$ cat src/rtl/tmr_tape.sv
// Tape memory: one write and one read port, with registered read data.
// A read of the cell written in the same cycle returns the new symbol.
`default_nettype none

module tmr_tape #(
  parameter int TAPE_CELLS = 64,
  parameter int TW         = 6
) (
  input  wire logic          clk,
  input  wire logic          rst,
  input  wire logic          wr_en,
  input  wire logic [TW-1:0] wr_addr,
  input  wire logic [7:0]    wr_data,
  input  wire logic [TW-1:0] rd_addr,
  output logic [7:0]         rd_data
);

  logic [7:0] mem [TAPE_CELLS];
  logic [7:0] mem_q;
  logic [7:0] fwd_data;
  logic       fwd;

  always_ff @(posedge clk) begin
    if (wr_en) begin
      mem[wr_addr] <= wr_data;
    end
    mem_q    <= mem[rd_addr];
    fwd_data <= wr_data;
  end

  always_ff @(posedge clk) begin
    if (rst) begin
      fwd <= 1'b0;
    end else begin
      fwd <= wr_en && (wr_addr == rd_addr);
    end
  end

  assign rd_data = fwd ? fwd_data : mem_q;

endmodule

`default_nettype wire

$ cat config.mk
export PLATFORM = sky130hd
export DESIGN_NAME = tmr_tape
export DESIGN_NICKNAME = d
export VERILOG_FILES = /design/src/rtl/tmr_tape.sv
export SDC_FILE = /design/constraint.sdc
export NUM_CORES = 1
export LEC_CHECK = 0
export BUFFER_PORTS_ARGS = -buffer_cell sky130_fd_sc_hd__clkbuf_2
export CORE_ASPECT_RATIO = 1.25
export CORE_UTILIZATION = 40
export CTS_CLUSTER_SIZE = 28
export DETAILED_ROUTE_END_ITERATION = 10
export SYNTH_ARGS = -nofsm -noshare
export SYNTH_HDL_FRONTEND = slang
export SYNTH_SLANG_ARGS = --single-unit
$ cat constraint.sdc
create_clock -name clk -period 2.3 [get_ports clk]
set_clock_uncertainty 0.2 [all_clocks]
set_input_delay 0.69 -clock clk [delete_from_list [all_inputs] [get_ports clk]]
set_output_delay 0.69 -clock clk [all_outputs]
set_load 0.02 [all_outputs]
== Yosys cells after proc, flatten, opt, wreduce, memory -nomap -nowiden ==
Memory sizes are Yosys's and may differ from the RTL's. A register that Yosys moved wholly into a read port is not among the register bits.
Index checks and enable logic that the tools add are counted.

* Muxes and demuxes: 3
* Equal/unequal tests: 1
* Reductions and logical operators: 1

{| class="wikitable"
|+ Operators with widths
! operator !! number
|-
| $mux W8 || 1
|-
| $eq A6 B6 Y1 || 1
|-
| $mux W1 || 2
|-
| $logic_and A1 B1 Y1 || 1
|}

* RAM bits: 512
* Logic and storage cells: 8
* Register bits after elaboration: 9
* Memories: 1
* Output and inout bits: 8
* Bits of input ports: 23

{| class="wikitable"
|+ Memories
! name !! words !! bits a word !! rd ports !! clocked after memory_dff !! write ports !! RTL line !! text
|-
| mem || 64 || 8 || 1 || 1 || 1 || 18 || <nowiki>logic [7:0] mem [TAPE_CELLS];</nowiki>
|}

== Longest topological paths before layout ==
Gate-level depths: netlist of run 1.

* Depth in word-level cells: 2
* Depth in mapped cells: 8

== Worst setup path after synthesis of run 1 ==
OpenSTA, ideal clock, no wires.

* Path kind: input port to flip-flop
* Start point: input port wr_addr[5]
* End point: memory mem[39][0] (enable)
* Stages: 4
* Data arrival time: 1.959 ns
* Path buffers: 2
* Path slack: -0.230 ns
* Cells stage by stage: clkbuf_1 > or3b_2 > clkbuf_1 > nor2_1

{| class="wikitable"
|+ RTL lines
! item !! RTL line !! text
|-
| from (decl) || 12 || <nowiki>input wire logic [TW-1:0] wr_addr,</nowiki>
|-
| to (decl) || 18 ||
|}

No word-level cell before the write port.

== Worst setup path after layout of run 1 ==
* Start point: register fwd
* End point: output port rd_data[6]

* Cells in the longest elaborated chain, start to end: 1

{| class="wikitable"
|+ Ends and longest elaborated chain
! item !! RTL line !! text
|-
| from (decl) || 21 || <nowiki>logic fwd;</nowiki>
|-
| from (signal assigned) || 35 || <nowiki>fwd <= wr_en && (wr_addr == rd_addr);</nowiki>
|-
| $mux W8 || 39 || <nowiki>assign rd_data = fwd ? fwd_data : mem_q;</nowiki>
|-
| to (decl) || 15 || <nowiki>output logic [7:0] rd_data</nowiki>
|}

No other way between the ends.

==> flow_metrics.py, run 1 <==
metrics = {
    "die": {
        "dieHeight_um": 255.3,
        "io_pins": 31,
        "fp-row-count": 92,
        "die_w_um": 204.6,
        "die_area_um2": 52230,
        "start_util": 0.4062,
        "core_um2": 50530,
    },
    "place": {
        "post-dp-hpwl_um": 31720,
        "placedCellCount": 1786,
        "pre_cts_slack_ns": -0.6635,
        "gp_congestion": 0.8271,
        "io_buffers": 30,
    },
    "synth": {
        "synth_edf_count": 512,
        "synth_area_leaders": "edfxtp_1, mux4_2, dfxtp_1, nor2_1, mux2i_1",
        "avgSynthCellArea_um2": 21.09,
        "ys.flop_type": "edfxtp_1",
        "ys_seq_elements": 529,
        "muxShareOfSynthArea": 0.1609,
        "synthAdderAreaFrac": 0,
        "synth_xor_xnor_area_share": 0.002560,
        "ys_seq_area_frac": 0.7657,
        "yosysWarnings": 0,
        "synth.net_count": 996,
        "synth_top_family_by_area": "multiplexers",
        "synthesis.instances": 973,
        "syn-cell-area_um2": 20520,
        "synthSimpleGateAreaFrac": 0.03347,
        "postSynth.asyncResetShare": 0,
        "yosysUniqueCellTypes": 44,
        "yosys.area.top_type": "edfxtp_1",
        "synth_compound_area_frac": 0.02146,
        "yosysTopAreaCellShare": 0.7491,
    },
    "critical_path": {
        "rr_worst_depth": 5,
        "slowest_stage": "dfxtp_2",
        "cp.arrival_ns": 1.53,
        "end_kind": "output port",
        "worstSetupStartpointType": "flop",
        "cp.depth": 3,
        "worst-path-buf-inv": 2,
        "cp_max_fo": 8,
        "critical-path-top-delay-family": "flip-flops",
        "critPathRequiredTime_ns": 1.41,
        "crit_type": "flop to output port",
        "path_cells": "buf_12 > mux2_4 > buf_6",
        "cp_slowest_stage_delay_ns": 0.34,
        "rrSetupSlack_ns": 0.29,
    },
    "global_route": {
        "antenna_found_initial": 0,
        "grt_pass1_vias": 10660,
        "grt_usage": 0.1920,
        "grt_pass1_wl_um": 72200,
        "grt_max_degree": 66,
        "overflow": 0,
    },
    "pwr": {
        "p_total_mw": 19.87,
        "p_leak_nw": 8.094,
        "power-per-cell-area_nw_per_um2": 802.4,
        "ir_worst_vdd_mv": 0.4973,
    },
    "timing": {
        "relSlewSlack": 0.6180,
        "finalCriticalPeriod_ns": 2.421,
        "fin_ws_ns": -0.1205,
        "drv_slew": 0,
        "finalHoldViolations": 0,
        "max_freq_ghz": 0.4131,
        "rsz0062_at_grt": "yes",
        "tightest_slew_ns": 0.5730,
        "finalCritPeriodShare": 1.052,
        "setup_violations": 8,
        "tns_ns": -0.8164,
    },
    "detailed_routing": {
        "drc_errors": 0,
        "via_per_inst": 5.420,
        "wire_per_inst_um": 25.83,
        "first_pass_iters": 5,
        "dr_total_vias": 10150,
        "routed_wl_um": 48390,
        "antenna_left": 0,
        "drtIter0Drc": 845,
    },
    "clock_network": {
        "clock_latency_ns": 0.57,
        "cts_tree": "built",
        "root_buffer": "clkbuf_16",
        "cts_made_buffers": 49,
        "path_clk_slew_ns": 0.06,
        "max-clock-path-buffers": 3,
        "cts.htree.levels": 2,
        "cts_sinks": 529,
    },
    "status": {
        "status": "finished with violations",
        "violations": "setup timing",
    },
    "final_layout": {
        "area.growth.synth_to_final_pct": 20.67,
        "fin_cells": 1873,
        "drive_gt1_frac": 0.3794,
        "final_nets": 1202,
        "antenna_cells": 0,
    },
    "run": {
        "cap_violations": 0,
    },
    "min_path": {
        "min_path_type": "input port to flop",
        "min_path_cells": 3,
    },
}
==> final cells by class <==
type	count	area (µm²)
inverters	1	3.754
well taps	658	823.3
repair buffers	213	2022
clock inverters	27	249.0
flip-flops and latches	529	15720
multi-input cells	385	4664
fillers	4043	25770
clock buffers	60	1287
==> cells in the final DEF (no fill, tap or decap), drive strengths merged, types with 4 or more instances in the layout <==
master,netlist,routed
a22o,5,5
buf,31,193
clkinvlp,0,4
mux2,18,18
mux2i,24,24
nand2b,7,7
nand3b,5,5
nand3,6,6
nor2,68,68
o22ai,7,7
a21oi,8,8
bufinv,0,4
clkbuf,27,80
nor3,9,9
clkinv,1,20
nand2,24,24
a211oi,7,7
o21ai,9,9
a31oi,8,8
o221ai,7,7
a32oi,5,5
edfxtp,512,512
dfxtp,17,17
mux4,127,127
xnor2,4,4
nor2b,13,13
==> worst register-to-register path, delay by kind of cell (launching register included) <==
| kind | cells | cell delay [ns] |
|---|---|---|
| muxes | 2 | 0.81 |
| AOI/OAI and AO/OA | 3 | 0.51 |
| DFF | 1 | 0.37 |
==> layer usage <==
layer	share of wire	vias to the layer above	global-route usage	wire length [µm]
met5	0	-	0	0
met1	0.41	5402	0.2481	19970
met3	0.041	76	0.02266	2000
met4	0.031	0	0.06674	1491
met2	0.52	234	0.3347	24920
li1	-	4439	-	-
==> path summary, 6_finish.rpt <==
kind | from | endpoint
hold / removal | rst | fwd
setup reg to reg | mem[52][3] | mem_q[3]
setup / recovery | fwd | rd_data[6]
hold reg to reg | mem[51][5] | mem_q[5]
==> flip-flops by register name, indices dropped and copies added (netlist names) <==
signal and flops:
mem 512, fwd_data 8, mem_q 8, fwd 1
==> repair_timing <==
| action | CTS | global route |
|---|---|---|
| setup endpoints to repair | 9 | 11 |
| gates resized for setup | 25 | 17 |
| hold buffers | 0 | 0 |
| setup buffers | 0 | 0 |
==> kinds of logic after synthesis <==
| group | count (synthesis) |
|---|---|
| mux | 169 |
| simple gates | 147 |
| flops | 529 |
| xor+xnor | 6 |
| buf+inv | 59 |
| compound gates | 63 |
==> per-stage QoR <==
step,util,cell area [µm²],hold slack [ns]
after floorplan,-,20760,0.4928
after global placement,0.4567,23080,0.6216
after detailed placement,0.4567,23080,0.6189
after CTS,0.4891,24720,0.2356
after global routing,0.4901,24770,0.2528
final,0.4901,24770,0.2548
==> Yosys cell counts, types with 6 or more instances <==
| cell | number |
|---|---|
| buf_2 | 12 |
| nand2b_1 | 7 |
| o21ai_1 | 7 |
| buf_6 | 10 |
| a31oi_1 | 8 |
| nand2_1 | 24 |
| o22ai_1 | 7 |
| dfxtp_1 | 17 |
| nor2_1 | 68 |
| nor2b_1 | 13 |
| a21oi_1 | 8 |
| o221ai_1 | 7 |
| nand3_1 | 6 |
| mux2i_1 | 24 |
| mux4_2 | 127 |
| a211oi_1 | 7 |
| mux2_2 | 18 |
| clkbuf_1 | 27 |
| edfxtp_1 | 512 |
| nor3_1 | 9 |
==> power by group <==
group / switching, mW / internal, mW
sequential: 0.0344 / 10.6
clock: 3.46 / 4.43
combinational: 0.718 / 0.588
Note: power is estimated with default switching activity, not from simulation.
==> run 2: changes to the inputs <==
--- a/config.mk
+++ b/config.mk
@@ -7,7 +7,11 @@
 export LEC_CHECK = 0
+export ABC_AREA = 1
 export BUFFER_PORTS_ARGS = -buffer_cell sky130_fd_sc_hd__clkbuf_2
+export CELL_PAD_IN_SITES_DETAIL_PLACEMENT = 1
+export CELL_PAD_IN_SITES_GLOBAL_PLACEMENT = 2
 export CORE_ASPECT_RATIO = 1.25
-export CORE_UTILIZATION = 40
+export CORE_UTILIZATION = 39
 export CTS_CLUSTER_SIZE = 28
 export DETAILED_ROUTE_END_ITERATION = 10
+export PLACE_DENSITY_LB_ADDON = 0.1
 export SYNTH_ARGS = -nofsm -noshare
==> constraint.sdc (replaced) <==
create_clock -name clk -period 2.3 [get_ports clk]
set_clock_uncertainty 0.2 [all_clocks]
set_input_delay 0.345 -clock clk [delete_from_list [all_inputs] [get_ports clk]]
set_output_delay 0.345 -clock clk [all_outputs]
set_load 0.02 [all_outputs]
==> run 2 against run 1 <==
  * The run now ends clean
  * Clock power increased by 10%
  * Sequential share of layout area decreased by 1.3 points
  * Core utilization fell by 2.8 points
  * Setup slack improved by 0.18 ns
  * Via count rose by 41%
  * Non-clock buffer count decreased by 29
  * Largest power group unchanged
  * Highest routed layer unchanged
==> flow_metrics.py, run 2 <==
metrics = {
    "detailed_routing": {
        "met3_length_um": 2147,
        "wl_met2_um": 31830,
        "wire_per_inst_um": 23.17,
        "drc_errors": 0,
        "met1Wirelength_um": 28030,
        "antenna_left": 0,
        "via_per_inst": 5.201,
        "drtIter0Drc": 791,
        "dr_total_vias": 14270,
        "routed_wl_um": 63590,
        "first_pass_iters": 5,
        "dr.max_layer_used": "met4",
    },
    "synth": {
        "yosys-top-cells-count": "nand2_1, edfxtp_1, nand3_1",
        "postSynth.asyncResetShare": 0,
        "yosysUniqueCellTypes": 22,
        "synth.net_count": 1859,
        "synthesis.instances": 1836,
        "yosys.area.top_type": "edfxtp_1",
        "avgSynthCellArea_um2": 11.78,
        "ys_seq_area_frac": 0.7269,
        "ys.flop_type": "edfxtp_1",
        "synth_edf_count": 512,
        "synth_area_leaders": "edfxtp_1, nand2_1, nand3_1, dfxtp_1, buf_6",
        "yosysWarnings": 0,
        "yosysTopAreaCellShare": 0.7111,
        "ys_seq_elements": 529,
        "syn-cell-area_um2": 21620,
        "synth.most_common_cell": "nand2_1",
    },
    "die": {
        "die_area_um2": 56390,
        "io_pins": 31,
        "die_w_um": 212.6,
        "dieHeight_um": 265.2,
        "core_um2": 54770,
        "start_util": 0.3947,
        "fp-row-count": 96,
    },
    "timing": {
        "drv_slew": 0,
        "relSlewSlack": 0.4080,
        "finalHoldViolations": 0,
        "timing.hold.ws_ns": 0.05223,
        "finalCriticalPeriod_ns": 2.242,
        "setup_violations": 0,
        "tightest_slew_ns": 0.8847,
        "finalCritPeriodShare": 0.9749,
        "max_freq_ghz": 0.4460,
        "rsz0062_at_grt": "no",
    },
    "clock_network": {
        "cts_sinks": 529,
        "cts_made_buffers": 55,
        "max-clock-path-buffers": 3,
        "clock_latency_ns": 0.61,
        "cts.htree.levels": 2,
        "cts_tree": "built",
        "root_buffer": "clkbuf_16",
        "path_clk_slew_ns": 0.06,
    },
    "final_layout": {
        "utilization": 0.4617,
        "final_nets": 1986,
        "drive_gt1_frac": 0.1345,
        "area.growth.synth_to_final_pct": 16.96,
        "largest_reg_flops": 512,
        "reg_top3": "mem x512, fwd_data x8, mem_q x8",
        "top_register": "mem",
        "layout_commonest_cell": "nand2_1",
        "layout_common_cells": "nand2_1, edfxtp_1, nand3_1",
    },
    "global_route": {
        "grt_usage": 0.2335,
        "grt_pass1_vias": 15240,
        "grt_max_degree": 66,
        "grt_pass1_wl_um": 96190,
        "antenna_found_initial": 0,
        "overflow": 0,
    },
    "pwr": {
        "power-per-cell-area_nw_per_um2": 825.1,
        "ir_worst_vdd_mv": 0.6478,
        "p_leak_nw": 9.252,
        "p_total_mw": 20.86,
    },
    "status": {
        "status": "completed",
    },
    "critical_path": {
        "rr_worst_depth": 8,
        "crit_type": "flop to output port",
        "critPathRequiredTime_ns": 1.75,
        "worstSetupStartpointType": "flop",
        "end_kind": "output port",
        "cp.arrival_ns": 1.70,
        "cp_max_fo": 8,
    },
    "place": {
        "io_buffers": 30,
        "post-dp-hpwl_um": 39470,
        "gp_congestion": 0.8009,
    },
    "run": {
        "cap_violations": 0,
    },
    "min_path": {
        "min_path_type": "input port to flop",
        "min_path_cells": 5,
    },
}
==> run 2: cell type report <==
cell class	count	area, µm²
Clock buffer	80	1573
Clock inverter	22	163.9
Sequential cell	529	15720
Fill cell	5827	29490
Inverter	13	58.81
Tap cell	735	919.6
Multi-Input combinational cell	1180	5102
Antenna cell	1	2.502
Timing Repair Buffer	184	1750
==> run 2: power by group <==
part           total (mW)  leakage, nW  switching (mW)  internal [mW]
combinational        1.51         3.65            1.04          0.470
clock                8.68        0.854            3.72           4.95
sequential           10.7         4.75          0.0269           10.6
total                20.9         9.25            4.79           16.1
==> run 2: critical path, cell delays in order, from the launching register on <==
cell and delay [ns]:
dfxtp_2 0.50, mux2_2 0.42, clkbuf_2 0.17
==> run 2: worst paths after layout <==
kind	start	end	slack (ns)
setup / recovery	fwd	rd_data[6]	0.06
setup reg to reg	mem[51][3]	mem_q[3]	0.75
hold / removal	wr_addr[3]	fwd	0.05
hold reg to reg	mem[17][7]	mem_q[7]	0.64
==> run 2: cells by family (layout without fill, tap and decap cells) <==
family          Yosys count  in the layout  share of synthesized area
compound gates            4              4                   0.001389
xor+xnor                  1              1                  0.0004052
buf+inv                 127            299                    0.03715
flops                   529            529                     0.7269
mux                       8              8                   0.004167
other cells               0              1                          0
simple gates           1167           1167                     0.2300
==> run 2: metal layers <==
| metal | global-route usage | vias up |
|---|---|---|
| met1 | 0.3095 | 7199 |
| met4 | 0.06669 | 0 |
| met3 | 0.03093 | 99 |
| met2 | 0.3991 | 249 |
| met5 | 0 | - |
| li1 | - | 6725 |
==> run 2: what timing repair did <==
action | in CTS | in global routing
setup buffers | 0 | 0
resized for setup | 1 | 0
hold endpoints to repair | 8 | 0
setup endpoints to repair | 8 | 0
hold buffers | 8 | 0
==> run 2: stage by stage <==
step	TNS, ns	std cells	instance area [µm²]	worst slack (ns)
3_3_place_gp	-0.3002	2633	23470	-0.03784
2_1_floorplan	-2.275	1836	21620	-0.03555
4_1_cts	0	2743	25280	0.002385
6_report	0	2744	25290	0.05766
3_5_place_dp	-0.7922	2633	23470	-0.04451
5_1_grt	0	2743	25280	0.02499
==> run 3: changes to the inputs <==
CORE_UTILIZATION = 40   (was 39)
CTS_BUF_LIST = sky130_fd_sc_hd__clkbuf_4   (was not set)
REMOVE_ABC_BUFFERS = 1   (was not set)
==> run 3 against run 2 <==
  * Wire length grew 3.6%
  * Critical endpoint unchanged
  * Worst hold slack gained 0.065 ns
  * Clock-buffer cell count grew 122
  * Non-clock buffer count grew 29
  * Largest power group unchanged
  * The flow now finishes with violations (setup timing)
  * Via count grew 4.8%
  * Largest cell class unchanged
  * Power grew 0.71%
  * Design area grew 1.8%
==> flow_metrics.py, run 3 (synthesis gave the netlist of run 2 again) <==
metrics = {
    "status": {
        "status": "finished with violations",
        "violations": "setup timing",
    },
    "clock_network": {
        "postCtsSetupBuffers": 0,
        "clock_latency_ns": 0.99,
        "path_clk_slew_ns": 0.07,
        "cts_sinks": 529,
        "cts_made_buffers": 140,
        "cts_tree": "built",
        "max-clock-path-buffers": 3,
        "cts.htree.levels": 4,
        "root_buffer": "clkbuf_4",
    },
    "run": {
        "cap_violations": 0,
    },
    "global_route": {
        "antenna_found_initial": 3,
        "overflow": 0,
        "grt_usage": 0.2471,
        "grt_pass1_vias": 15830,
        "grt_pass1_wl_um": 97830,
        "grt_max_degree": 66,
    },
    "timing": {
        "tightest_slew_ns": 0.9009,
        "finalCriticalPeriod_ns": 2.467,
        "finalHoldViolations": 0,
        "relSlewSlack": 0.3972,
        "drv_slew": 0,
        "fin_ws_ns": -0.1672,
        "timing.hold.ws_ns": 0.1170,
        "tns_ns": -1.287,
        "rsz0062_at_grt": "yes",
        "max_freq_ghz": 0.4053,
        "setup_violations": 9,
        "finalCritPeriodShare": 1.073,
    },
    "place": {
        "post-dp-hpwl_um": 40160,
        "gp_congestion": 0.8026,
        "io_buffers": 30,
        "pre_cts_slack_ns": -0.005182,
    },
    "pwr": {
        "power-per-cell-area_nw_per_um2": 816.6,
        "ir_worst_vdd_mv": 0.4968,
        "p_leak_nw": 9.647,
    },
    "detailed_routing": {
        "dr_total_vias": 14950,
        "routed_wl_um": 65850,
        "wire_per_inst_um": 22.72,
        "antenna_left": 0,
        "drc_errors": 0,
        "first_pass_iters": 5,
        "drtIter0Drc": 816,
        "via_per_inst": 5.159,
    },
    "critical_path": {
        "rrSetupSlack_ns": 0.26,
        "cp_slowest_stage_delay_ns": 0.45,
        "rr_worst_depth": 9,
        "path_cells": "mux2_4 > buf_8",
        "critPathRequiredTime_ns": 1.75,
        "crit_type": "flop to output port",
        "end_kind": "output port",
        "critical-path-top-delay-family": "flip-flops",
        "reg2reg_to": "mem_q[3]",
        "reg2reg_from": "mem[51][3]",
        "slowest_stage": "dfxtp_4",
        "worstSetupStartpointType": "flop",
        "cp.arrival_ns": 1.92,
        "worst-path-buf-inv": 1,
        "cp_max_fo": 8,
        "cp.depth": 2,
    },
    "final_layout": {
        "layout_commonest_cell": "nand2_1",
        "layout_common_cells": "nand2_1, edfxtp_1, nand3_1",
        "final_nets": 2100,
        "reg_top3": "mem x512, fwd_data x8, mem_q x8",
        "final.fill_count": 5683,
        "utilization": 0.4851,
        "largest_reg_flops": 512,
        "area.growth.synth_to_final_pct": 19.02,
        "top_register": "mem",
        "drive_gt1_frac": 0.1914,
    },
    "die": {
        "core_um2": 53040,
        "die_area_um2": 54990,
        "fp-row-count": 94,
        "io_pins": 31,
        "die_w_um": 209.9,
        "start_util": 0.4076,
        "dieHeight_um": 261.9,
    },
    "min_path": {
        "min_path_type": "input port to flop",
        "hp-start": "rd_addr[0]",
        "min_path_cells": 10,
        "hold_end": "mem_q[0]",
    },
}
-- run 3: cell types whose count changed in the layout (fill, tap and decap cells not counted), sizes merged --
cell,before,now
buf,147,164
bufinv,2,7
clkbuf,109,223
clkinv,20,28
diode,1,4
dlygate4sd3,8,28
inv,10,12
-- run 3: worst max path at each step --
stage	from	end	slack [ns]
floorplan	rd_addr[1]	mem_q[2]	-0.78
global placement	wr_addr[2]	mem[34][4]	0.005
detailed placement	wr_addr[1]	mem[34][4]	-0.005
CTS	fwd	rd_data[5]	-0.34
global route	fwd	rd_data[6]	-0.31
finish	fwd	rd_data[6]	-0.17
-- run 3: tightest hold or removal path: cells and delay by family --
family        cells  cell delay [ns]
simple gates      8             0.65
buf+inv           2             0.22
-- run 3: per-stage QoR --
| step | std cells | total power, mW | area (µm²) |
|---|---|---|---|
| 4_1_cts | 2894 | 21.30 | 25700 |
| 2_1_floorplan | 1722 | 11.45 | 20870 |
| 3_3_place_gp | 2627 | 12.41 | 23480 |
| 6_report | 2898 | 21.01 | 25730 |
| 5_1_grt | 2897 | 21.86 | 25730 |
| 3_5_place_dp | 2627 | 12.43 | 23480 |
-- run 3: what timing repair did --
| item | CTS | global route |
|---|---|---|
| setup endpoints to repair | 8 | 9 |
| gates resized for setup | 22 | 15 |
| pin swaps | 0 | 0 |
| hold buffers | 28 | 0 |
| hold endpoints to repair | 1006 | 0 |
-- run 3: metal layers --
metal	up-vias	wire, µm	track usage
met5	-	13	0
met4	2	1528	0.08090
met3	94	3088	0.06346
met2	333	33130	0.4271
met1	7495	28090	0.3022
li1	7028	-	-
-- run 3: power breakdown --
group | internal, mW | leakage, nW | switching (mW)
logic | 0.534 | 3.81 | 1.08
registers | 10.6 | 4.75 | 0.0224
clock network | 4.80 | 1.09 | 3.93
-- run 3: area by class of cell --
| cell class | instances | area [µm²] | area share |
|---|---|---|---|
| clock inverters | 37 | 335.3 | 0.01303 |
| clock buffers | 202 | 1516 | 0.05893 |
| flip-flops and latches | 529 | 15720 | 0.6108 |
| repair buffers | 213 | 2057 | 0.07993 |
| multi-input cells | 1180 | 5132 | 0.1994 |
| well taps | 720 | 900.9 | 0.03501 |
| diodes | 4 | 10.01 | 0.0003890 |
| inverters | 13 | 62.56 | 0.002431 |
