File: src/rtl/tmr_pkg.sv
// Shared types and constants for the Turing machine runner.
// Used by tmr_cfg_regs, tmr_rule_table and turing_machine_runner.
`default_nettype none

package tmr_pkg;

  // Command kinds.
  localparam logic [1:0] KIND_RULE   = 2'd0;
  localparam logic [1:0] KIND_APPEND = 2'd1;
  localparam logic [1:0] KIND_RUN    = 2'd2;
  localparam logic [1:0] KIND_CLEAR  = 2'd3;

  // Head moves; any other code keeps the head in place.
  localparam logic [1:0] MOVE_LEFT  = 2'd0;
  localparam logic [1:0] MOVE_RIGHT = 2'd1;

  localparam logic [7:0] BLANK_SYM = 8'h24;

  // Configuration register indexes and reset values.
  localparam int         APB_AW              = 4;
  localparam logic [1:0] REG_INITIAL_STATE   = 2'd0;
  localparam logic [1:0] REG_ACCEPT_MASK     = 2'd1;
  localparam logic [1:0] REG_STEP_LIMIT      = 2'd2;
  localparam logic [3:0] INITIAL_STATE_RST   = 4'd0;
  localparam logic [15:0] ACCEPT_MASK_RST    = 16'd0;
  localparam logic [7:0] STEP_LIMIT_RST      = 8'd100;

  typedef struct packed {
    logic [1:0] kind;
    logic [3:0] from_state;
    logic [7:0] read_symbol;
    logic [7:0] write_symbol;
    logic [1:0] head_move;
    logic [3:0] next_state;
    logic [7:0] tape_symbol;
  } cmd_t;

  typedef struct packed {
    logic       accepted;
    logic       timed_out;
    logic [3:0] halt_state;
    logic [5:0] head_position;
    logic [7:0] step_count;
  } res_t;

  typedef struct packed {
    logic [3:0]  initial_state;
    logic [15:0] accept_mask;
    logic [7:0]  step_limit;
  } cfg_t;

  typedef struct packed {
    logic [7:0] write_symbol;
    logic [1:0] head_move;
    logic [3:0] next_state;
  } rule_entry_t;

endpackage

`default_nettype wire

File: src/rtl/tmr_cfg_regs.sv
// APB configuration registers: initial state, accept mask and step limit.
// Depends on tmr_pkg for the register map, reset values and cfg_t.
`default_nettype none

module tmr_cfg_regs (
  input  wire logic                       clk,
  input  wire logic                       rst,
  input  wire logic                       psel,
  input  wire logic                       penable,
  input  wire logic                       pwrite,
  input  wire logic [tmr_pkg::APB_AW-1:0] paddr,
  input  wire logic [31:0]                pwdata,
  output logic [31:0]                     prdata,
  output logic                            pready,
  output tmr_pkg::cfg_t                   cfg
);

  logic       wr_fire;
  logic [1:0] reg_index;

  assign pready    = 1'b1;
  assign wr_fire   = psel && penable && pwrite;
  assign reg_index = paddr[3:2];

  always_ff @(posedge clk) begin
    if (rst) begin
      cfg.initial_state <= tmr_pkg::INITIAL_STATE_RST;
      cfg.accept_mask   <= tmr_pkg::ACCEPT_MASK_RST;
      cfg.step_limit    <= tmr_pkg::STEP_LIMIT_RST;
    end else if (wr_fire) begin
      case (reg_index)
        tmr_pkg::REG_INITIAL_STATE: cfg.initial_state <= pwdata[3:0];
        tmr_pkg::REG_ACCEPT_MASK:   cfg.accept_mask   <= pwdata[15:0];
        tmr_pkg::REG_STEP_LIMIT:    cfg.step_limit    <= pwdata[7:0];
        default: ;
      endcase
    end
  end

  always_comb begin
    case (reg_index)
      tmr_pkg::REG_INITIAL_STATE: prdata = {28'd0, cfg.initial_state};
      tmr_pkg::REG_ACCEPT_MASK:   prdata = {16'd0, cfg.accept_mask};
      tmr_pkg::REG_STEP_LIMIT:    prdata = {24'd0, cfg.step_limit};
      default:                    prdata = 32'd0;
    endcase
  end

endmodule

`default_nettype wire

File: config.mk
export PLATFORM = sky130hd
export DESIGN_NAME = tmr_cfg_regs
export DESIGN_NICKNAME = d
export VERILOG_FILES = /design/src/rtl/tmr_pkg.sv /design/src/rtl/tmr_cfg_regs.sv
export SDC_FILE = /design/constraint.sdc
export NUM_CORES = 1
export LEC_CHECK = 0
export BUFFER_PORTS_ARGS = -buffer_cell sky130_fd_sc_hd__buf_2
export CORE_UTILIZATION = 39
export CTS_BUF_LIST = sky130_fd_sc_hd__clkbuf_2 sky130_fd_sc_hd__clkbuf_4 sky130_fd_sc_hd__clkbuf_8
export DETAILED_ROUTE_END_ITERATION = 16
export MAX_ROUTING_LAYER = met4
export PLACE_DENSITY_LB_ADDON = 0.05
export SYNTH_ARGS = -nofsm -noshare
export SYNTH_HDL_FRONTEND = slang
export SYNTH_SLANG_ARGS = --single-unit
File: constraint.sdc
create_clock -name clk -period 1.25 [get_ports clk]
set_clock_uncertainty 0.15 [all_clocks]
set_input_delay 0.25 -clock clk [delete_from_list [all_inputs] [get_ports clk]]
set_output_delay 0.25 -clock clk [all_outputs]
set_load 0.02 [all_outputs]
**Word-level counts from Yosys, hierarchy flattened**

Cells that the tools add are included.

- Register bits after elaboration: 28
- Latch bits: 0
- RAM bits: 0
- Memory bits (read-only): 0
- Output and inout bits: 61
- Memories: 0

- Add/sub/neg operators: 0
- Multipliers: 0
- Div/mod/pow operators: 0
- Magnitude comparators: 0
- Equality and inequality tests: 2
- Shift-type cells: 0
- Mux-type cells: 1
- Bitwise gates (word level): 0
- Reductions and logical operators: 6

Operator list:

| kind | number |
|---|---|
| $pmux 16 s3 | 1 |
| $reduce_and 2->1 | 3 |
| $eq 2x1->1 const B | 1 |
| $eq 2x2->1 const B | 1 |
| $logic_and 1x1->1 | 2 |
| $logic_not 2->1 | 1 |

**Longest topological paths before layout**

Gate-level depths: netlist of the first run.

- Depth after elaboration: 3
- Gate-level depth with buffers: 5

**Least setup slack after synthesis of the first run**

OpenSTA, ideal clock, no wires.

- Path type: in2out
- From: input paddr[2] (netlist bit)
- To: output prdata[5]
- Arrival time: 1.097 ns
- Required time: 0.850 ns
- Setup slack: -0.247 ns
- Stages on the path: 4
- Buffers on the path: 2
- Cells stage by stage: buf_2 -> and2b_2 -> clkbuf_1 -> a22o_1

- Cells in the longest elaborated chain, start to end: 2
- Elaborated cells between the ends (all ways): 4

RTL lines:

| element | RTL line | source |
|---|---|---|
| start: declaration | tmr_cfg_regs.sv:11 | `input wire logic [tmr_pkg::APB_AW-1:0] paddr,` |
| $eq 2x2->1, or another cell as far along | tmr_cfg_regs.sv:41 | `case (reg_index)` |
| $pmux 16 s3 * | tmr_cfg_regs.sv:41 |  |
| end: declaration | tmr_cfg_regs.sv:13 | `output logic [31:0] prdata,` |

Mark *: on every way between the ends. The rest lies on a longest branch, timed or not.

**Worst setup path in the final report of the first run**

- From: register cfg[26] (netlist bit)
- To: output prdata[2]

- Cells in the longest elaborated chain, start to end: 1

RTL lines:

| element | RTL line | source |
|---|---|---|
| start: declaration | tmr_cfg_regs.sv:15 | `output tmr_pkg::cfg_t cfg` |
| $pmux 16 s3 | tmr_cfg_regs.sv:41 |  |

No other way between the ends.

==> results.tsv, run 1 <==
stage	metric	value	unit
status	status	finished, violations left	
status	violations	negative setup slack	
drt	drtAntennaViolNets	0	
worst_setup_path	start_kind	flip-flop	
sta	maxSlewHeadroom	0.601	
finish	final-instance-count-excl-fill	297	
finish	reg_top3	cfg (28)	
yosys	synthXorXnorAreaFrac	0	
flow_run	drv_cap	0	
die	die_w	65.0	um
worst_setup_path	r2r_start	cfg[15]	
worst_setup_path	reg2reg_to	cfg[15]	
worst_setup_path	worst_path_dominant_cell_family	flip-flops	
sta	slew_violations	0	
worst_setup_path	max_stage_delay	340	ps
pwr	pwr-share-clk	0.363	
sta	period_needed	1400	ps
yosys	synth_top_family_by_area	simple AND/OR/NAND/NOR gates	
finish	regMostFlops	cfg	
worst_setup_path	worstPathArrival	1000	ps
drt	dr.pass1.iters	4	
yosys	syn_area	1550	um^2
clock_network	clock_sinks	28	
min_path	min_to	cfg[21]	
finish	diodes	0	
placed_design	port_buffers	66	
sta	hold_ws	70.9	ps
die	core	3740	um^2
pwr	power.density	808	nW/um^2
clock_network	cts_root_buffer	clkbuf_8	
sta	finalSetupViolations	18	
global_route	grt_pass1_wl	6.21	mm
finish	area_growth	57.0	%
clock_network	h-tree-depth	1	
finish	utilization	0.650	
die	placementRows	22	
pwr	seq_power_share	0.465	
drt	vias_per_cell	4.58	
worst_setup_path	ff2ff_path_depth	4	
die	die_y	65.0	um
yosys	avgSynthCellArea	9.50	um^2
sta	tightest_slew	598	ps
yosys	synth_compound_area_frac	0.0355	
yosys	ys_seq_elements	28	
placed_design	gp_congestion	0.665	
clock_network	cts_tree	built	
yosys	synth_fa_ha_area_frac	0	
die	num_io_pins	102	
min_path	hp-start	pwdata[13]	
placed_design	detailed_place_hpwl	2.48	mm
pwr	p_comb_frac	0.173	
worst_setup_path	r2r_setup_slack	290	ps
min_path	hold_path.class	in2reg	
global_route	overflow	0	
yosys	ys.warnings.count	0	
sta	max_freq	716	MHz
drt	num_vias	1359	
drt	drc	0	
finish	drive_gt1_frac	0.558	
min_path	min_path_cells	3	
worst_setup_path	critPathMaxFanout	3	
clock_network	clkSlewWorstSetupHoldPaths	100	ps
worst_setup_path	cp.required	850	ps
worst_setup_path	path_cells	mux2i_2 > o21ai_2 > buf_6	
die	die_area	4230	um^2
clock_network	cts_buffer_depth	2	
global_route	grt_use_total	0.198	
clock_network	insertion_delay	270	ps
global_route	grt_max_degree	48	
sta	finalHoldViolCount	0	
yosys	syn_inst	163	
global_route	antenna_found_initial	0	
worst_setup_path	critPathKind	reg2out	
sta	setup_ws	-146	ps
pwr	p_sw_frac	0.240	
drt	drt_iter0_drc	30	
drt	wl_per_cell	13.2	um
finish	largest_register_ff_count	28	
die	initial_core_util	0.414	
yosys	synth.area.mux_share	0.207	
yosys	synthSimpleGateAreaFrac	0.266	
placed_design	pre_cts_ws	-289	ps
pwr	p_int	0.00149	W
yosys	seq_area_frac_synth	0.362	
global_route	grt_pass1_vias	1345	
sta	period_share	1.12	
pwr	vdd_ir_drop_max	399	uV
placed_design	dp.cells	276	
finish	layout.nets	291	
yosys	synth_cell_type_count	21	
pwr	power.switching	0.000473	W
clock_network	numCtsBuffers	3	
pwr	leakage	1.18	nW
worst_setup_path	end_kind	primary output	
worst_setup_path	slowest_stage	dfxtp_2	
sta	rsz0062_at_grt	yes	
drt	routed_wl	3.91	mm
worst_setup_path	crit_buf_inv	1	
[worst max path at each step]
| stage | depth (start not counted) | end | slack (ps) | from |
|---|---|---|---|---|
| 6_report | 3 | prdata[2] | -150 | cfg[26] |
| 5_1_grt | 3 | prdata[3] | -200 | cfg[11] |
| 4_1_cts | 4 | prdata[5] | -150 | paddr[3] |
| 3_5_place_dp | 4 | prdata[5] | -290 | paddr[3] |
| 3_3_place_gp | 4 | prdata[7] | -260 | paddr[3] |
| 2_1_floorplan | 4 | prdata[5] | -130 | paddr[2] |
[cell type report]
type                            instances  area (um^2)
Clock buffer                            3         41.3
Clock inverter                          1         30.0
Fill cell                             317         1310
Multi-Input combinational cell        124          942
Sequential cell                        28          586
Tap cell                               48         60.1
Timing Repair Buffer                   93          773
[stage by stage]
stage	cell area (um^2)	power, W	TNS (ps)
after global routing	2430	0.00206	-2340
after detailed placement	1940	0.00121	-8880
after floorplan	1670	0.00116	-990
after CTS	2310	0.00197	-1780
final	2430	0.00197	-1600
after global placement	1940	0.00120	-7670
[what timing repair did]
action                                  4_1_cts  5_1_grt
endpoints found under the setup margin       18       36
pin swaps                                     6        5
setup buffers                                10        8
gates cloned                                  1        1
gates resized for setup                      79       32
hold buffers                                  0        0
[cells in the mapped netlist (all sizes together)]
cell	number	area [um^2]
nand3	1	5.00
and2b	1	8.76
or3	1	6.26
mux2i	32	320
nand4	1	21.3
conb	2	7.51
and2	8	50.1
buf	21	166
nand2b	41	257
clkbuf	7	27.5
nor2b	1	13.8
nor2	6	22.5
dfxtp	28	561
nor3b	1	12.5
a22o	4	35.0
nand2	4	15.0
o21ai	4	20.0
[kinds of logic (layout without fill, tap and decap cells)]
kind of cell / Yosys count / count (layout)
other: 2 / 17
flip-flops: 28 / 28
buffers and inverters: 28 / 97
multiplexers: 32 / 32
AND/OR/NAND/NOR: 65 / 67
AO/OA/AOI/OAI: 8 / 8
[power by group through the flow]
stage          registers [W]  clock network (W)  logic, W
2_1_floorplan       0.000946                  0  0.000214
3_3_place_gp        0.000932                  0  0.000273
3_5_place_dp        0.000932                  0  0.000278
4_1_cts             0.000912           0.000735  0.000322
5_1_grt             0.000915           0.000778  0.000365
6_report            0.000913           0.000713  0.000340
[tightest hold or removal path: cells and delay by family]
kind	cells	cell delay, ps
AND/OR/NAND/NOR	1	60
multiplexers	1	60
buffers and inverters	1	90
[metal layers]
metal | share of wire | wire length [um] | track usage
met2 | 0.52 | 2020 | 0.350
met3 | 0.054 | 211 | 0.0317
met5 | 0 | 0 | -
met4 | 0.0054 | 21 | 0.0625
met1 | 0.42 | 1650 | 0.229
[placed cells by master, fill, tap and decap left out, types with 3 or more instances in the layout]
master	synthesis	routed
o21ai_2	0	4
nor2_1	6	6
dfxtp_2	0	20
nand2b_1	41	41
clkbuf_8	0	3
buf_2	1	34
mux2i_1	32	30
conb_1	2	17
buf_4	18	21
and2_4	0	8
nand2_1	4	4
buf_6	1	36
dfxtp_1	28	8
Power figures use the tool's default switching activity.
==> inputs of run 2 (changes only) <==
Settings changed: PLACE_DENSITY set to 0.79, PLACE_DENSITY_LB_ADDON 0.05 to unset.
==> run 2 against run 1 <==
Net effect:
- the flow still finishes with violations (negative setup slack)
- combinational power fell by 4%
- clock-buffer cell count is 1 higher
- worst hold slack worse by 1.7 ps
- critical path depth fell by 1
- utilization down 0.60 points
- clock power fell by 20%
- register-to-register slack better by 20 ps
- critical endpoint is now prdata[7]
==> results.tsv, run 2 (synthesis gave the netlist of run 1 again) <==
stage	metric	value	unit
status	status	finished, violations left	
status	violations	negative setup slack	
flow_run	drv_cap	0	
sta	tightest_slew	576	ps
finish	final-instance-count-excl-fill	294	
die	num_io_pins	102	
finish	fillers	322	
worst_setup_path	start_kind	flip-flop	
pwr	vdd_ir_drop_max	395	uV
clock_network	h-tree-depth	1	
global_route	antenna_found_initial	0	
die	placementRows	22	
placed_design	gp_congestion	0.700	
clock_network	clock_sinks	28	
finish	reg_top3	cfg (28)	
placed_design	dp.cells	272	
clock_network	holdBufCountCts	0	
finish	layout.nets	288	
finish	area_growth	55.6	%
worst_setup_path	r2r_setup_slack	310	ps
drt	vias_per_cell	4.51	
placed_design	port_buffers	66	
sta	hold_ws	69.2	ps
worst_setup_path	reg2reg_to	cfg[14]	
worst_setup_path	r2r_start	cfg[14]	
global_route	grt_use_total	0.191	
global_route	overflow	0	
die	die_area	4230	um^2
sta	fin_tns_setup	-1500	ps
sta	setup_ws	-140	ps
clock_network	clkSlewWorstSetupHoldPaths	100	ps
drt	wl_per_cell	12.8	um
drt	num_vias	1326	
die	initial_core_util	0.414	
sta	max_freq	720	MHz
drt	drtAntennaViolNets	0	
min_path	hp-start	pwdata[14]	
clock_network	cts_buffer_depth	2	
placed_design	detailed_place_hpwl	2.32	mm
clock_network	insertion_delay	270	ps
global_route	grt_pass1_vias	1280	
sta	period_share	1.11	
global_route	grt_pass1_wl	5.92	mm
finish	final_common_cell	nand2b_1	
worst_setup_path	end_kind	primary output	
placed_design	pre_cts_ws	-260	ps
drt	drt_iter0_drc	54	
worst_setup_path	cp.required	850	ps
clock_network	numCtsBuffers	3	
min_path	hold_path.class	in2reg	
finish	regMostFlops	cfg	
min_path	min_to	cfg[22]	
min_path	min_path_cells	3	
worst_setup_path	ff2ff_path_depth	4	
finish	drive_gt1_frac	0.561	
pwr	power.density	750	nW/um^2
sta	period_needed	1390	ps
die	core	3740	um^2
sta	maxSlewHeadroom	0.616	
pwr	leakage	1.17	nW
sta	finalHoldViolCount	0	
finish	diodes	0	
drt	drc	0	
clock_network	cts_root_buffer	clkbuf_8	
sta	rsz0062_at_grt	yes	
die	die_y	65.0	um
finish	utilization	0.644	
worst_setup_path	critPathMaxFanout	3	
drt	routed_wl	3.78	mm
finish	final_cell_mix	nand2b_1 (41), buf_6 (38), buf_2 (34), mux2i_1 (31), dfxtp_2 (23)	
clock_network	cts_tree	built	
sta	slew_violations	0	
sta	finalSetupViolations	16	
die	die_w	65.0	um
worst_setup_path	worstPathArrival	990	ps
drt	dr.pass1.iters	4	
finish	largest_register_ff_count	28	
worst_setup_path	critPathKind	reg2out	
global_route	grt_max_degree	48	
## run 2: changes by cell type in the layout (fill, tap and decap cells not counted), moves of 2 or more
cell     delta
buf_4       -6
buf_6       +2
buf_8       +2
dfxtp_1     -3
dfxtp_2     +3
## run 2: timing repair
action	CTS	global route
endpoints found under the setup margin	17	33
pin swaps	7	5
gates resized for setup	94	18
hold endpoints to repair	0	0
setup buffers	11	9
gates cloned	1	0
## run 2: layout make-up
type / instances / area [um^2] / share of cell area
clock buffer: 4 / 55.1 / 0.0228
tap: 48 / 60.1 / 0.0249
timing repair buffer: 91 / 781 / 0.324
sequential: 28 / 589 / 0.245
multi-input combinational: 123 / 925 / 0.384
## run 2: worst max-delay path, cell delays in order (launching register included)
cell	delay, ps
dfxtp_2	340
a22o_4	250
buf_6	130
## run 2: how the worst max path moves through the flow
stage,from,end,slack (ps),cells after the start
global route,cfg[27],prdata[3],-210,3
finish,cfg[15],prdata[7],-140,2
detailed placement,paddr[2],prdata[7],-260,4
CTS,paddr[2],prdata[7],-150,4
global placement,paddr[2],prdata[7],-250,4
floorplan,paddr[2],prdata[5],-130,4
## run 2: per-stage QoR
stage	power, W	instance area (um^2)
after global routing	0.00190	2410
final	0.00181	2410
after CTS	0.00182	2340
after detailed placement	0.00121	1940
after global placement	0.00121	1940
after floorplan	0.00116	1670
## run 2: power breakdown
part           internal [W]  switching, W
Clock              0.000282      0.000288
Combinational      0.000149      0.000176
Sequential         0.000904    0.00000878
Total               0.00134      0.000473
## run 2: per-layer routing
metal	GRT usage	wire, um
met1	0.219	1600
met2	0.336	1940
met3	0.0264	192
met4	0.0734	46
met5	-	0
==> inputs of run 3 (changes only) <==
Settings changed: CORE_UTILIZATION 39 to 43, PLACE_DENSITY 0.79 to 0.83.
Clock period 1.25 ns to 1.5 ns, I/O delays scaled along.
==> run 3 against run 2 <==
Net effect:
- the flow still finishes with violations (negative setup slack)
- via count down 0.83%
- clock power down 12%
- sequential share of layout area up 2.7 points
- global-route usage up 1.3 points
- combinational power down 22%
- routed wire length down 3.0%
- utilization down 0.77 points
- sequential power down 17%
- cell count down 1.4%
- cell area down 11%
- total power down 16%
- largest power group unchanged
- clock-buffer cell count down 1
==> results.tsv, run 3 (synthesis gave the netlist of run 1 again) <==
stage	metric	value	unit
drt	dr.pass1.iters	4	
worst_setup_path	reg2reg_to	cfg[27]	
clock_network	cts_root_buffer	clkbuf_4	
clock_network	holdBufCountCts	0	
die	die_y	62.0	um
finish	final-instance-count-excl-fill	290	
worst_setup_path	path_cells	mux2i_1 > o21ai_1 > buf_2	
drt	drt_iter0_drc	23	
worst_setup_path	cp.required	1050	ps
finish	final_cell_mix	buf_2 (56), nand2b_1 (41), mux2i_1 (32), buf_4 (25), dfxtp_2 (20)	
finish	fillers	308	
global_route	grt_max_degree	22	
sta	setup_ws	-46.9	ps
pwr	p_comb_frac	0.166	
status	status	finished, violations left	
finish	area_growth	39.2	%
worst_setup_path	worstPathArrival	1100	ps
sta	period_needed	1550	ps
pwr	pwr-share-clk	0.331	
global_route	antenna_found_initial	0	
worst_setup_path	critPathMaxFanout	2	
drt	wl_per_cell	12.6	um
min_path	min_path_cells	3	
min_path	min_to	cfg[17]	
placed_design	gp_congestion	0.730	
pwr	power.switching	0.000380	W
drt	vias_per_cell	4.53	
finish	final_common_cell	buf_2	
worst_setup_path	max_stage_delay	350	ps
global_route	overflow	0	
drt	num_vias	1315	
drt	drtAntennaViolNets	0	
global_route	grt_pass1_vias	1146	
placed_design	dp.cells	270	
drt	drc	0	
min_path	hold_path.class	in2reg	
pwr	p_sw_frac	0.251	
clock_network	clock_sinks	28	
finish	diodes	0	
min_path	hp-start	pwdata[9]	
clock_network	cts_tree	built	
pwr	vdd_ir_drop_max	899	uV
clock_network	cts_buffer_depth	2	
finish	largest_register_ff_count	28	
placed_design	detailed_place_hpwl	2.40	mm
pwr	power	0.00152	W
pwr	leakage	1.11	nW
global_route	grt_use_total	0.205	
pwr	p_int	0.00114	W
status	violations	negative setup slack	
clock_network	clkSlewWorstSetupHoldPaths	160	ps
worst_setup_path	r2r_start	cfg[27]	
sta	period_share	1.03	
worst_setup_path	end_kind	primary output	
die	initial_core_util	0.457	
pwr	power.density	703	nW/um^2
worst_setup_path	ff2ff_path_depth	3	
die	die_w	62.0	um
die	die_area	3850	um^2
worst_setup_path	critPathKind	reg2out	
finish	reg_top3	cfg (28)	
worst_setup_path	start_kind	flip-flop	
sta	slew_violations	0	
clock_network	h-tree-depth	1	
worst_setup_path	slowest_stage	dfxtp_2	
finish	layout.nets	286	
sta	finalSetupViolations	5	
clock_network	numCtsBuffers	3	
sta	finalHoldViolCount	0	
die	core	3390	um^2
die	num_io_pins	102	
drt	routed_wl	3.66	mm
worst_setup_path	r2r_setup_slack	610	ps
finish	multiInputGateArea	885	um^2
flow_run	drv_cap	0	
global_route	grt_pass1_wl	5.33	mm
die	placementRows	21	
finish	seqCellArea	586	um^2
finish	drive_gt1_frac	0.492	
finish	regMostFlops	cfg	
sta	rsz0062_at_grt	yes	
placed_design	port_buffers	66	
pwr	seq_power_share	0.502	
sta	fin_tns_setup	-93.1	ps
sta	max_freq	646	MHz
clock_network	insertion_delay	320	ps
run 3: cell types whose count changed in the layout (fill, tap and decap cells not counted), sizes merged:
| cell | change |
|---|---|
| bufinv | +1 |
| buf | -2 |
| clkbuf | -1 |
run 3: worst max-delay path by stage:
stage | endpoint | start | depth (start not counted)
floorplan | prdata[5] | paddr[2] | 4
global placement | prdata[7] | paddr[3] | 4
detailed placement | prdata[7] | paddr[3] | 4
CTS | prdata[7] | cfg[15] | 2
global route | prdata[2] | cfg[26] | 3
finish | prdata[2] | cfg[26] | 3
run 3: layout make-up:
cell class | instances | area share
clock inverters | 1 | 0.0139
well taps | 46 | 0.0267
clock buffers | 3 | 0.0104
multi-input cells | 123 | 0.410
repair buffers | 89 | 0.267
flip-flops and latches | 28 | 0.272
run 3: repair_timing:
item	in CTS	in global routing
gates resized for setup	25	17
setup endpoints to repair	16	13
buffers inserted	13	2
pin swaps	2	1
cloned	1	0
run 3: through the flow:
stage	setup WS (ps)	instance area [um^2]	hold WS (ps)	utilization
2_1_floorplan	18.2	1640	305	-
3_3_place_gp	-111	1900	315	0.559
3_5_place_dp	-113	1900	324	0.559
4_1_cts	-26.7	2100	38.2	0.621
5_1_grt	-102	2160	36.2	0.636
6_report	-46.9	2160	41.5	0.636
run 3: power groups by stage:
stage / logic (W) / registers [W] / clock network [W]
floorplan: 0.000174 / 0.000788 / 0
CTS: 0.000248 / 0.000761 / 0.000518
detailed placement: 0.000223 / 0.000777 / 0
finish: 0.000252 / 0.000761 / 0.000502
global route: 0.000275 / 0.000763 / 0.000539
global placement: 0.000220 / 0.000777 / 0
run 3: worst max-delay path: cells and delay by family, from the launching register on:
family	cells	cell delay, ps
multiplexers	1	170
AO/OA/AOI/OAI	1	80
buffers and inverters	1	160
flip-flops	1	350
run 3: layer usage:
layer  GRT usage  vias to the layer above  share of wire
met5           -                        -              0
met4      0.0857                        0          0.018
met3      0.0476                        6          0.043
met2       0.365                       50           0.52
met1       0.215                      600           0.42
li1            -                      659              -
